File: src/hw/rtl/bsc_pkg.sv
`default_nettype none
// ----------------------------------------------------------------------------
// bsc_pkg
// Shared types and constants for the barometric sensor compensation unit.
// ----------------------------------------------------------------------------
package bsc_pkg;

    localparam int unsigned DataWidth = 32;

    typedef struct packed {
        logic busy;
        logic done;
    } div_status_t;

    typedef enum logic [2:0] {
        CFG_AC123 = 3'd0,
        CFG_AC456 = 3'd1,
        CFG_B12   = 3'd2,
        CFG_MCMD  = 3'd3,
        CFG_OSS   = 3'd4
    } cfg_index_t;

    localparam logic signed [31:0] B6_OFFSET = 32'sd4000;
    localparam logic signed [31:0] P_C1      = 32'sd3038;
    localparam logic signed [31:0] P_C2      = -32'sd7357;
    localparam logic signed [31:0] P_C3      = 32'sd3791;
    localparam logic [31:0]        B7_SCALE  = 32'd50000;
    localparam logic signed [31:0] B4_OFFSET = 32'sd32768;
    localparam logic [31:0]        SIGN_BIT  = 32'h8000_0000;

endpackage
`default_nettype wire

File: src/hw/rtl/barometric_sensor_compensation_unit.sv
`default_nettype none
// ----------------------------------------------------------------------------
// barometric_sensor_compensation_unit
// Integer temperature and pressure compensation for a barometric sensor.
// ----------------------------------------------------------------------------
// Input stream: s_tuser selects a raw temperature (0) or raw pressure (1),
// s_tdata carries the raw reading. Output stream: m_tuser gives the result
// kind, m_tdata the compensated value fields and the divide error flag.
// Calibration words and oversampling are written on the cfg channel, which
// is always ready; write it only while the block is idle.
// A sequencer drives one shared 32 by 32 multiplier for each product and
// one bit-serial divider for the division of each item.
// One item is in work at a time; s_tready is low from transfer until the
// result is loaded into the output register.
// A finished result waits in the output register while m_tready is low; a
// following item is taken and computed, then holds until the register frees.
// Reset clears the calibration registers, sets oversampling to 3 and clears
// the stored B5 term.
// ----------------------------------------------------------------------------
module barometric_sensor_compensation_unit
    import bsc_pkg::*;
(
    input  wire logic        aclk,
    input  wire logic        aresetn,
    input  wire logic        s_tvalid,
    output logic             s_tready,
    input  wire logic [23:0] s_tdata,   // raw_reading[23:0]
    input  wire logic [0:0]  s_tuser,   // command
    output logic             m_tvalid,
    input  wire logic        m_tready,
    output logic      [39:0] m_tdata,   // temperature_tenths[15:0],
                                        // pressure_pascal[33:16],
                                        // divide_error[34], zero pad
    output logic      [0:0]  m_tuser,   // kind
    input  wire logic        cfg_valid,
    output logic             cfg_ready,
    input  wire logic [2:0]  cfg_index,
    input  wire logic [47:0] cfg_data
);

    typedef enum logic [3:0] {
        ST_IDLE = 4'b0001,
        ST_CALC = 4'b0010,
        ST_DIV  = 4'b0100,
        ST_DONE = 4'b1000
    } state_t;

    localparam logic [3:0] STEP_T_MUL   = 4'd0;
    localparam logic [3:0] STEP_T_DEN   = 4'd1;
    localparam logic [3:0] STEP_P_SQM   = 4'd2;
    localparam logic [3:0] STEP_P_SQ    = 4'd3;
    localparam logic [3:0] STEP_P_X2    = 4'd4;
    localparam logic [3:0] STEP_P_B3    = 4'd5;
    localparam logic [3:0] STEP_P_X1    = 4'd6;
    localparam logic [3:0] STEP_P_X3    = 4'd7;
    localparam logic [3:0] STEP_P_B4M   = 4'd8;
    localparam logic [3:0] STEP_P_B7M   = 4'd9;
    localparam logic [3:0] STEP_P_DIV   = 4'd10;
    localparam logic [3:0] STEP_P_PP    = 4'd11;
    localparam logic [3:0] STEP_P_CUBE  = 4'd12;
    localparam logic [3:0] STEP_P_X2P   = 4'd13;
    localparam logic [3:0] STEP_P_FIN   = 4'd14;

    state_t state_reg, state_next;

    logic [47:0] ac123_reg, ac456_reg;
    logic [31:0] b12_reg, mcmd_reg;
    logic [1:0]  oss_reg;

    logic        cmd_reg;
    logic [23:0] raw_reg;
    logic [3:0]  step_reg;
    logic signed [31:0] b5_reg, b6_reg, sq_reg, x1_reg, x2_reg, b3_reg, x3v_reg;
    logic [31:0] b4_reg, p_reg;
    logic        neg_reg, b7hi_reg;

    logic [15:0] res_temp_reg;
    logic [17:0] res_pres_reg;
    logic        res_err_reg;

    logic        m_valid_reg;
    logic [39:0] m_data_reg;
    logic        m_user_reg;

    logic signed [31:0] ac1, ac2, ac3, ac4, ac5, ac6, b1, b2, mc, md;
    logic [31:0] mul_a, mul_b, prod;
    logic signed [31:0] prod_s;
    logic        div_start;
    logic [31:0] div_dividend, div_divisor, quotient;
    div_status_t div_status;

    logic signed [31:0] t_x1, t_den, mc_shift, t_x2, t_b5, t_t;
    logic signed [31:0] p_t0, p_t1, p_b3, p_x3, p_up, p_x1f, p_sum, p_fin;
    logic [31:0] mc_abs, den_abs, b7_k, p_pu;
    logic        load_out;

    assign ac1 = {{16{ac123_reg[47]}}, ac123_reg[47:32]};
    assign ac2 = {{16{ac123_reg[31]}}, ac123_reg[31:16]};
    assign ac3 = {{16{ac123_reg[15]}}, ac123_reg[15:0]};
    assign ac4 = {16'd0, ac456_reg[47:32]};
    assign ac5 = {16'd0, ac456_reg[31:16]};
    assign ac6 = {16'd0, ac456_reg[15:0]};
    assign b1  = {{16{b12_reg[31]}}, b12_reg[31:16]};
    assign b2  = {{16{b12_reg[15]}}, b12_reg[15:0]};
    assign mc  = {{16{mcmd_reg[31]}}, mcmd_reg[31:16]};
    assign md  = {{16{mcmd_reg[15]}}, mcmd_reg[15:0]};

    assign prod_s = $signed(prod);

    bsc_multiplier u_mul (
        .aclk    (aclk),
        .op_a    (mul_a),
        .op_b    (mul_b),
        .product (prod)
    );

    bsc_divider u_div (
        .aclk     (aclk),
        .aresetn  (aresetn),
        .start    (div_start),
        .dividend (div_dividend),
        .divisor  (div_divisor),
        .status   (div_status),
        .quotient (quotient)
    );

    // temperature datapath
    assign t_x1     = prod_s >>> 15;
    assign t_den    = t_x1 + md;
    assign mc_shift = mc <<< 11;
    assign mc_abs   = mc_shift[31] ? 32'(-mc_shift) : 32'(mc_shift);
    assign den_abs  = t_den[31] ? 32'(-t_den) : 32'(t_den);
    assign t_x2     = neg_reg ? -$signed(quotient) : $signed(quotient);
    assign t_b5     = x1_reg + t_x2;
    assign t_t      = (t_b5 + 32'sd8) >>> 4;

    // pressure datapath
    assign p_t0  = (ac1 <<< 2) + x2_reg + (prod_s >>> 11);
    assign p_t1  = p_t0 <<< oss_reg;
    assign p_b3  = (p_t1 + 32'sd2) >>> 2;
    assign p_x3  = ((x1_reg + (prod_s >>> 16) + 32'sd2) >>> 2) + B4_OFFSET;
    assign p_up  = $signed({8'd0, raw_reg} >> (4'd8 - {2'd0, oss_reg}));
    assign b7_k  = B7_SCALE >> oss_reg;
    assign p_pu  = b7hi_reg ? {quotient[30:0], 1'b0} : quotient;
    assign p_x1f = $signed(p_reg) >>> 8;
    assign p_sum = (x1_reg + (prod_s >>> 16) + P_C3) >>> 4;
    assign p_fin = $signed(p_reg) + p_sum;

    always_comb begin
        mul_a = '0;
        mul_b = '0;
        case (step_reg)
            STEP_T_MUL: begin
                mul_a = 32'($signed({16'd0, raw_reg[15:0]}) - ac6);
                mul_b = 32'(ac5);
            end
            STEP_P_SQM: begin
                mul_a = 32'(b6_reg);
                mul_b = 32'(b6_reg);
            end
            STEP_P_SQ: begin
                mul_a = 32'(ac2);
                mul_b = 32'(b6_reg);
            end
            STEP_P_X2: begin
                mul_a = 32'(b2);
                mul_b = 32'(sq_reg);
            end
            STEP_P_B3: begin
                mul_a = 32'(ac3);
                mul_b = 32'(b6_reg);
            end
            STEP_P_X1: begin
                mul_a = 32'(b1);
                mul_b = 32'(sq_reg);
            end
            STEP_P_B4M: begin
                mul_a = 32'(ac4);
                mul_b = 32'(x3v_reg);
            end
            STEP_P_B7M: begin
                mul_a = 32'(p_up - b3_reg);
                mul_b = b7_k;
            end
            STEP_P_PP: begin
                mul_a = 32'(p_x1f);
                mul_b = 32'(p_x1f);
            end
            STEP_P_CUBE: begin
                mul_a = prod;
                mul_b = 32'(P_C1);
            end
            STEP_P_X2P: begin
                mul_a = 32'(P_C2);
                mul_b = p_reg;
            end
            default: begin
                mul_a = '0;
                mul_b = '0;
            end
        endcase
    end

    always_comb begin
        div_start    = 1'b0;
        div_dividend = mc_abs;
        div_divisor  = den_abs;
        if (state_reg == ST_CALC && step_reg == STEP_T_DEN && t_den != 32'sd0) begin
            div_start = 1'b1;
        end
        if (state_reg == ST_CALC && step_reg == STEP_P_DIV && b4_reg != 32'd0) begin
            div_start    = 1'b1;
            div_dividend = (prod & SIGN_BIT) != 32'd0 ? prod : {prod[30:0], 1'b0};
            div_divisor  = b4_reg;
        end
    end

    assign load_out = (state_reg == ST_DONE) && (!m_valid_reg || m_tready);

    always_comb begin
        state_next = state_reg;
        case (state_reg)
            ST_IDLE: begin
                if (s_tvalid) begin
                    state_next = ST_CALC;
                end
            end
            ST_CALC: begin
                if (step_reg == STEP_T_DEN) begin
                    state_next = (t_den == 32'sd0) ? ST_DONE : ST_DIV;
                end else if (step_reg == STEP_P_DIV) begin
                    state_next = (b4_reg == 32'd0) ? ST_DONE : ST_DIV;
                end else if (step_reg == STEP_P_FIN) begin
                    state_next = ST_DONE;
                end
            end
            ST_DIV: begin
                if (div_status.done) begin
                    state_next = cmd_reg ? ST_CALC : ST_DONE;
                end
            end
            ST_DONE: begin
                if (load_out) begin
                    state_next = ST_IDLE;
                end
            end
            default: state_next = ST_IDLE;
        endcase
    end

    always_ff @(posedge aclk) begin
        if (!aresetn) begin
            state_reg   <= ST_IDLE;
            m_valid_reg <= 1'b0;
            b5_reg      <= '0;
            ac123_reg   <= '0;
            ac456_reg   <= '0;
            b12_reg     <= '0;
            mcmd_reg    <= '0;
            oss_reg     <= 2'd3;
            step_reg    <= STEP_T_MUL;
        end else begin
            state_reg <= state_next;
            if (cfg_valid) begin
                case (cfg_index)
                    CFG_AC123: ac123_reg <= cfg_data;
                    CFG_AC456: ac456_reg <= cfg_data;
                    CFG_B12:   b12_reg   <= cfg_data[31:0];
                    CFG_MCMD:  mcmd_reg  <= cfg_data[31:0];
                    CFG_OSS:   oss_reg   <= cfg_data[1:0];
                    default: ;
                endcase
            end
            if (load_out) begin
                m_valid_reg <= 1'b1;
            end else if (m_tready) begin
                m_valid_reg <= 1'b0;
            end
            case (state_reg)
                ST_IDLE: begin
                    step_reg <= s_tuser[0] ? STEP_P_SQM : STEP_T_MUL;
                end
                ST_CALC: begin
                    step_reg <= step_reg + 4'd1;
                end
                ST_DIV: begin
                    if (div_status.done && !cmd_reg) begin
                        b5_reg <= t_b5;
                    end
                    step_reg <= STEP_P_PP;
                end
                default: ;
            endcase
        end
    end

    always_ff @(posedge aclk) begin
        if (state_reg == ST_IDLE && s_tvalid) begin
            cmd_reg      <= s_tuser[0];
            raw_reg      <= s_tdata;
            b6_reg       <= b5_reg - B6_OFFSET;
            res_temp_reg <= '0;
            res_pres_reg <= '0;
            res_err_reg  <= 1'b0;
        end
        if (state_reg == ST_CALC) begin
            case (step_reg)
                STEP_T_DEN: begin
                    x1_reg  <= t_x1;
                    neg_reg <= mc_shift[31] ^ t_den[31];
                    if (t_den == 32'sd0) begin
                        res_err_reg <= 1'b1;
                    end
                end
                STEP_P_SQ:  sq_reg  <= prod_s >>> 12;
                STEP_P_X2:  x2_reg  <= prod_s >>> 11;
                STEP_P_B3:  b3_reg  <= p_b3;
                STEP_P_X1:  x1_reg  <= prod_s >>> 13;
                STEP_P_X3:  x3v_reg <= p_x3;
                STEP_P_B7M: b4_reg  <= prod >> 15;
                STEP_P_DIV: begin
                    b7hi_reg <= prod[31];
                    if (b4_reg == 32'd0) begin
                        res_err_reg <= 1'b1;
                    end
                end
                STEP_P_X2P: x1_reg <= prod_s >>> 16;
                STEP_P_FIN: begin
                    if (p_fin < 32'sd0) begin
                        res_pres_reg <= '0;
                    end else if (p_fin > 32'sd262143) begin
                        res_pres_reg <= '1;
                    end else begin
                        res_pres_reg <= p_fin[17:0];
                    end
                end
                default: ;
            endcase
        end
        if (state_reg == ST_DIV && div_status.done) begin
            if (cmd_reg) begin
                p_reg <= p_pu;
            end else if (t_t > 32'sd32767) begin
                res_temp_reg <= 16'h7fff;
            end else if (t_t < -32'sd32768) begin
                res_temp_reg <= 16'h8000;
            end else begin
                res_temp_reg <= t_t[15:0];
            end
        end
        if (load_out) begin
            m_data_reg <= {5'd0, res_err_reg, res_pres_reg, res_temp_reg};
            m_user_reg <= cmd_reg;
        end
    end

    assign s_tready   = (state_reg == ST_IDLE);
    assign cfg_ready  = 1'b1;
    assign m_tvalid   = m_valid_reg;
    assign m_tdata    = m_data_reg;
    assign m_tuser[0] = m_user_reg;

`ifndef ASSERT_OFF
    a_err_zero: assert property (@(posedge aclk) disable iff (!aresetn)
        m_tvalid && m_tdata[34] |-> m_tdata[33:0] == 34'd0)
        else $error("divide error with nonzero value fields");
    a_temp_no_pres: assert property (@(posedge aclk) disable iff (!aresetn)
        m_tvalid && !m_tuser[0] |-> m_tdata[33:16] == 18'd0)
        else $error("temperature result with pressure value");
    a_idle_div: assert property (@(posedge aclk) disable iff (!aresetn)
        s_tready |-> !div_status.busy)
        else $error("ready while divider busy");
    a_busy_after: assert property (@(posedge aclk) disable iff (!aresetn)
        s_tvalid && s_tready |=> !s_tready)
        else $error("ready right after input transfer");
`endif

endmodule
`default_nettype wire

File: src/hw/rtl/bsc_multiplier.sv
`default_nettype none
// ----------------------------------------------------------------------------
// bsc_multiplier
// Shared 32 by 32 multiplier, low word of the product, registered output.
// ----------------------------------------------------------------------------
module bsc_multiplier
    import bsc_pkg::*;
(
    input  wire logic                 aclk,
    input  wire logic [DataWidth-1:0] op_a,
    input  wire logic [DataWidth-1:0] op_b,
    output logic      [DataWidth-1:0] product
);

    logic [DataWidth-1:0] prod_low;
    logic [DataWidth-1:0] prod_reg;

    assign prod_low = op_a * op_b;

    always_ff @(posedge aclk) begin
        prod_reg <= prod_low;
    end

    assign product = prod_reg;

endmodule
`default_nettype wire

File: src/hw/rtl/bsc_divider.sv
`default_nettype none
// ----------------------------------------------------------------------------
// bsc_divider
// Unsigned restoring divider, one quotient bit per cycle.
// ----------------------------------------------------------------------------
module bsc_divider
    import bsc_pkg::*;
(
    input  wire logic                 aclk,
    input  wire logic                 aresetn,
    input  wire logic                 start,
    input  wire logic [DataWidth-1:0] dividend,
    input  wire logic [DataWidth-1:0] divisor,
    output div_status_t               status,
    output logic      [DataWidth-1:0] quotient
);

    localparam int unsigned CntWidth = $clog2(DataWidth + 1);

    logic [DataWidth-1:0] rem_reg;
    logic [DataWidth-1:0] quo_reg;
    logic [DataWidth-1:0] dvs_reg;
    logic [CntWidth-1:0]  cnt_reg;
    logic                 busy_reg;
    logic                 done_reg;
    logic [DataWidth:0]   rem_shift;
    logic [DataWidth:0]   diff;

    assign rem_shift = {rem_reg, quo_reg[DataWidth-1]};
    assign diff      = rem_shift - {1'b0, dvs_reg};

    always_ff @(posedge aclk) begin
        if (!aresetn) begin
            busy_reg <= 1'b0;
            done_reg <= 1'b0;
            cnt_reg  <= '0;
        end else begin
            done_reg <= 1'b0;
            if (start) begin
                busy_reg <= 1'b1;
                cnt_reg  <= CntWidth'(DataWidth);
            end else if (busy_reg) begin
                cnt_reg <= cnt_reg - 1'b1;
                if (cnt_reg == CntWidth'(1)) begin
                    busy_reg <= 1'b0;
                    done_reg <= 1'b1;
                end
            end
        end
    end

    always_ff @(posedge aclk) begin
        if (start) begin
            rem_reg <= '0;
            quo_reg <= dividend;
            dvs_reg <= divisor;
        end else if (busy_reg) begin
            if (!diff[DataWidth]) begin
                rem_reg <= diff[DataWidth-1:0];
                quo_reg <= {quo_reg[DataWidth-2:0], 1'b1};
            end else begin
                rem_reg <= rem_shift[DataWidth-1:0];
                quo_reg <= {quo_reg[DataWidth-2:0], 1'b0};
            end
        end
    end

    assign status.busy = busy_reg;
    assign status.done = done_reg;
    assign quotient    = quo_reg;

endmodule
`default_nettype wire
File: config.mk
export PLATFORM = sky130hd
export DESIGN_NAME = barometric_sensor_compensation_unit
export DESIGN_NICKNAME = d
export VERILOG_FILES = /design/src/hw/rtl/bsc_pkg.sv /design/src/hw/rtl/barometric_sensor_compensation_unit.sv /design/src/hw/rtl/bsc_multiplier.sv /design/src/hw/rtl/bsc_divider.sv
export SDC_FILE = /design/constraint.sdc
export NUM_CORES = 2
export LEC_CHECK = 0
export ABC_AREA = 1
export BUFFER_PORTS_ARGS = -buffer_cell sky130_fd_sc_hd__buf_2
export CAP_MARGIN = 30
export CORE_UTILIZATION = 30
export CTS_CLUSTER_DIAMETER = 60
export DETAILED_ROUTE_END_ITERATION = 6
export PLACE_DENSITY = 0.53
export SKIP_CTS_REPAIR_TIMING = 1
export SLEW_MARGIN = 15
export SYNTH_ARGS = -nofsm -noshare
export SYNTH_HDL_FRONTEND = slang
export SYNTH_SLANG_ARGS = --single-unit
File: constraint.sdc
create_clock -name aclk -period 19.6 [get_ports aclk]
set_input_delay 3.92 -clock aclk [delete_from_list [all_inputs] [get_ports aclk]]
set_output_delay 3.92 -clock aclk [all_outputs]
set_load 0.02 [all_outputs]
==> out/results.ini <==
[floorplanning]
num_io_pins = 125
coreArea_mm2 = 0.192
fp.dieH_um = 442
start_util_pct = 30.2
dieArea_mm2 = 0.195
fp.dieW_um = 442
core.rowCount = 161

[sta]
finalMaxSlewViolations = 0
fin_setup_tns_ns = 0
tightest_slew_ns = 1.07
clock.fmax_mhz = 85.5
setup_viol_count_final = 0
rsz0062_at_grt = no
slew_headroom_pct = 28.1
fin_crit_sh_pct = 59.7
final_hold_viol_count = 0
finClkSkew_ns = 0.0410
period_needed_ns = 11.70

[finish]
drive_above_1_share_pct = 6.17
area_growth_pct = 11.1
postLayoutCoreUtil_pct = 33.6
post-route-cell-area_mm2 = 0.0646
nets = 8713
final_cell_mix = nand2_1 (1,845), inv_1 (1,421), nor2_1 (706), o21ai_0 (482), fa_1 (435)
final_common_cell = nand2_1

[critical_path]
critPathArrivalTime_ns = 12.28
worstPathMaxFanout = 44
critPathRequiredTime_ns = 20.19
crit_slowest_cell = ha_1
crit_path_start_kind = flip-flop
slowest_delay_ns = 0.64
cp_common_cell = inv_1
cp-end-kind = flip-flop
critical_path_class = reg -> reg

[clocking]
cts_tree = yes
clkLatencyLatePin_ns = 0.73
htree_levels = 3
root_buffer = clkbuf_16
cts_buffers = 83
clk_pin_slew_ns = 0.06
clk_path_buf_depth = 3
cts_sinks = 639

[logic_synthesis]
async_flop_share_pct = 0
yosysTopAreaCellShare_pct = 17.0
syn_area_per_cell_um2 = 7.46
ys_ff_latch = 639
syn_area_mm2 = 0.0581
yosysUniqueCellTypes = 71
synth_cells = 7793
synth_top_cell_by_area = edfxtp_1
ys.warnings.count = 0
synth_area_leaders = edfxtp_1 (17%), fa_1 (15%), nand2_1 (12%)
synth_flop_cell = edfxtp_1
synth_edf_count = 329
ys_seq_area_share_pct = 27.7

[detailed_routing]
wl_um = 221000
avgViaCountPerCell = 5.01
dr.pass1.iters = 6
wl_per_cell_um = 21.1
vias = 52300
drc = 0
drtIter0Drc = 5125
antenna_left = 0

[placement]
place_area_mm2 = 0.0617
port_buffers = 118
place.gp.congestion = 0.973
dp_hpwl_um = 168000

[min_path]
hp-class = reg -> reg

[global_route]
grt_max_degree = 100
grt_first_pass_wirelength_um = 329000
grt_overflow = 0
grtUsageTotal_pct = 22.3
grt_pass1_vias = 51200
antenna_found_initial = 15

[run]
max_cap_violations = 0

[outcome]
status = complete, no violations

[area by class of cell]
class                           instances  area (um^2)
Fill cell                           20500       128000
Multi-Input combinational cell       5466        35600
Tap cell                             2526         3160
Timing Repair Buffer                  226         1520
Clock inverter                         56          531
Antenna cell                            2         5.00
Sequential cell                       639        16100
Inverter                             1444         5420
Clock buffer                           98         2240
[worst paths after layout]
kind	slack, ns	cells past startpoint	end	start
hold / removal	0.43	0	m_tdata[11]	res_temp_reg[11]
setup reg to reg	7.90	50	u_mul.product[31]	oss_reg[0]
setup / recovery	7.90	50	u_mul.product[31]	oss_reg[0]
hold reg to reg	0.43	0	m_tdata[11]	res_temp_reg[11]
[metal layers]
layer | GRT usage (%) | wire, um
met5 | 0 | 10
met4 | 8.78 | 10300
met3 | 3.58 | 16900
met2 | 35.3 | 97200
met1 | 30.3 | 96100
[synthesized netlist by cell type, drive strengths merged, types with 4 or more instances]
master   number
nand2      1865
inv        1436
nor2        729
o21ai       510
fa          435
a21oi       394
nand3       348
ha          337
edfxtp      329
dfxtp       310
xor2        225
clkbuf      197
nand4        93
nor3         79
xnor2        76
buf          69
o211ai       64
a31oi        33
a22oi        26
or2          24
nor4         23
o21bai       22
o22ai        21
nand3b       19
a21boi       17
a221oi       16
and3         12
a211oi       11
a21o         11
o2111ai      11
clkinv        8
o21a          7
o31ai         6
a2111oi       5
a22o          5
mux2i         4
[worst max-delay path, delay by kind of cell, from the launching register on]
family	cells	cell delay, ns
simple gates	14	1.43
flops	1	0.31
compound gates	11	2.77
buf+inv	14	1.91
fa+ha+maj	11	5.10
[cells by family (layout without fill, tap and decap cells)]
logic type	Yosys count	after routing	share of synthesized area, %
compound gates	1169	1169	11.3
xor+xnor	301	301	4.61
fa+ha+maj	772	772	22.2
buf+inv	1710	1824	11.3
flops	639	639	27.7
mux	4	4	0.0689
other cells	2	26	0.0129
simple gates	3196	3196	22.7
[metrics by stage]
stage,hold slack [ns],std cells,setup slack [ns]
after floorplan,0.409,7815,8.87
after global placement,0.420,10300,7.81
after detailed placement,0.421,10300,7.97
after CTS,0.430,10500,7.93
after global routing,0.442,10500,6.95
final,0.429,10500,7.90
Power is left out: the tool's default activity adds up to more than one toggle a clock period on the data nets, which glitch-free logic cannot reach.
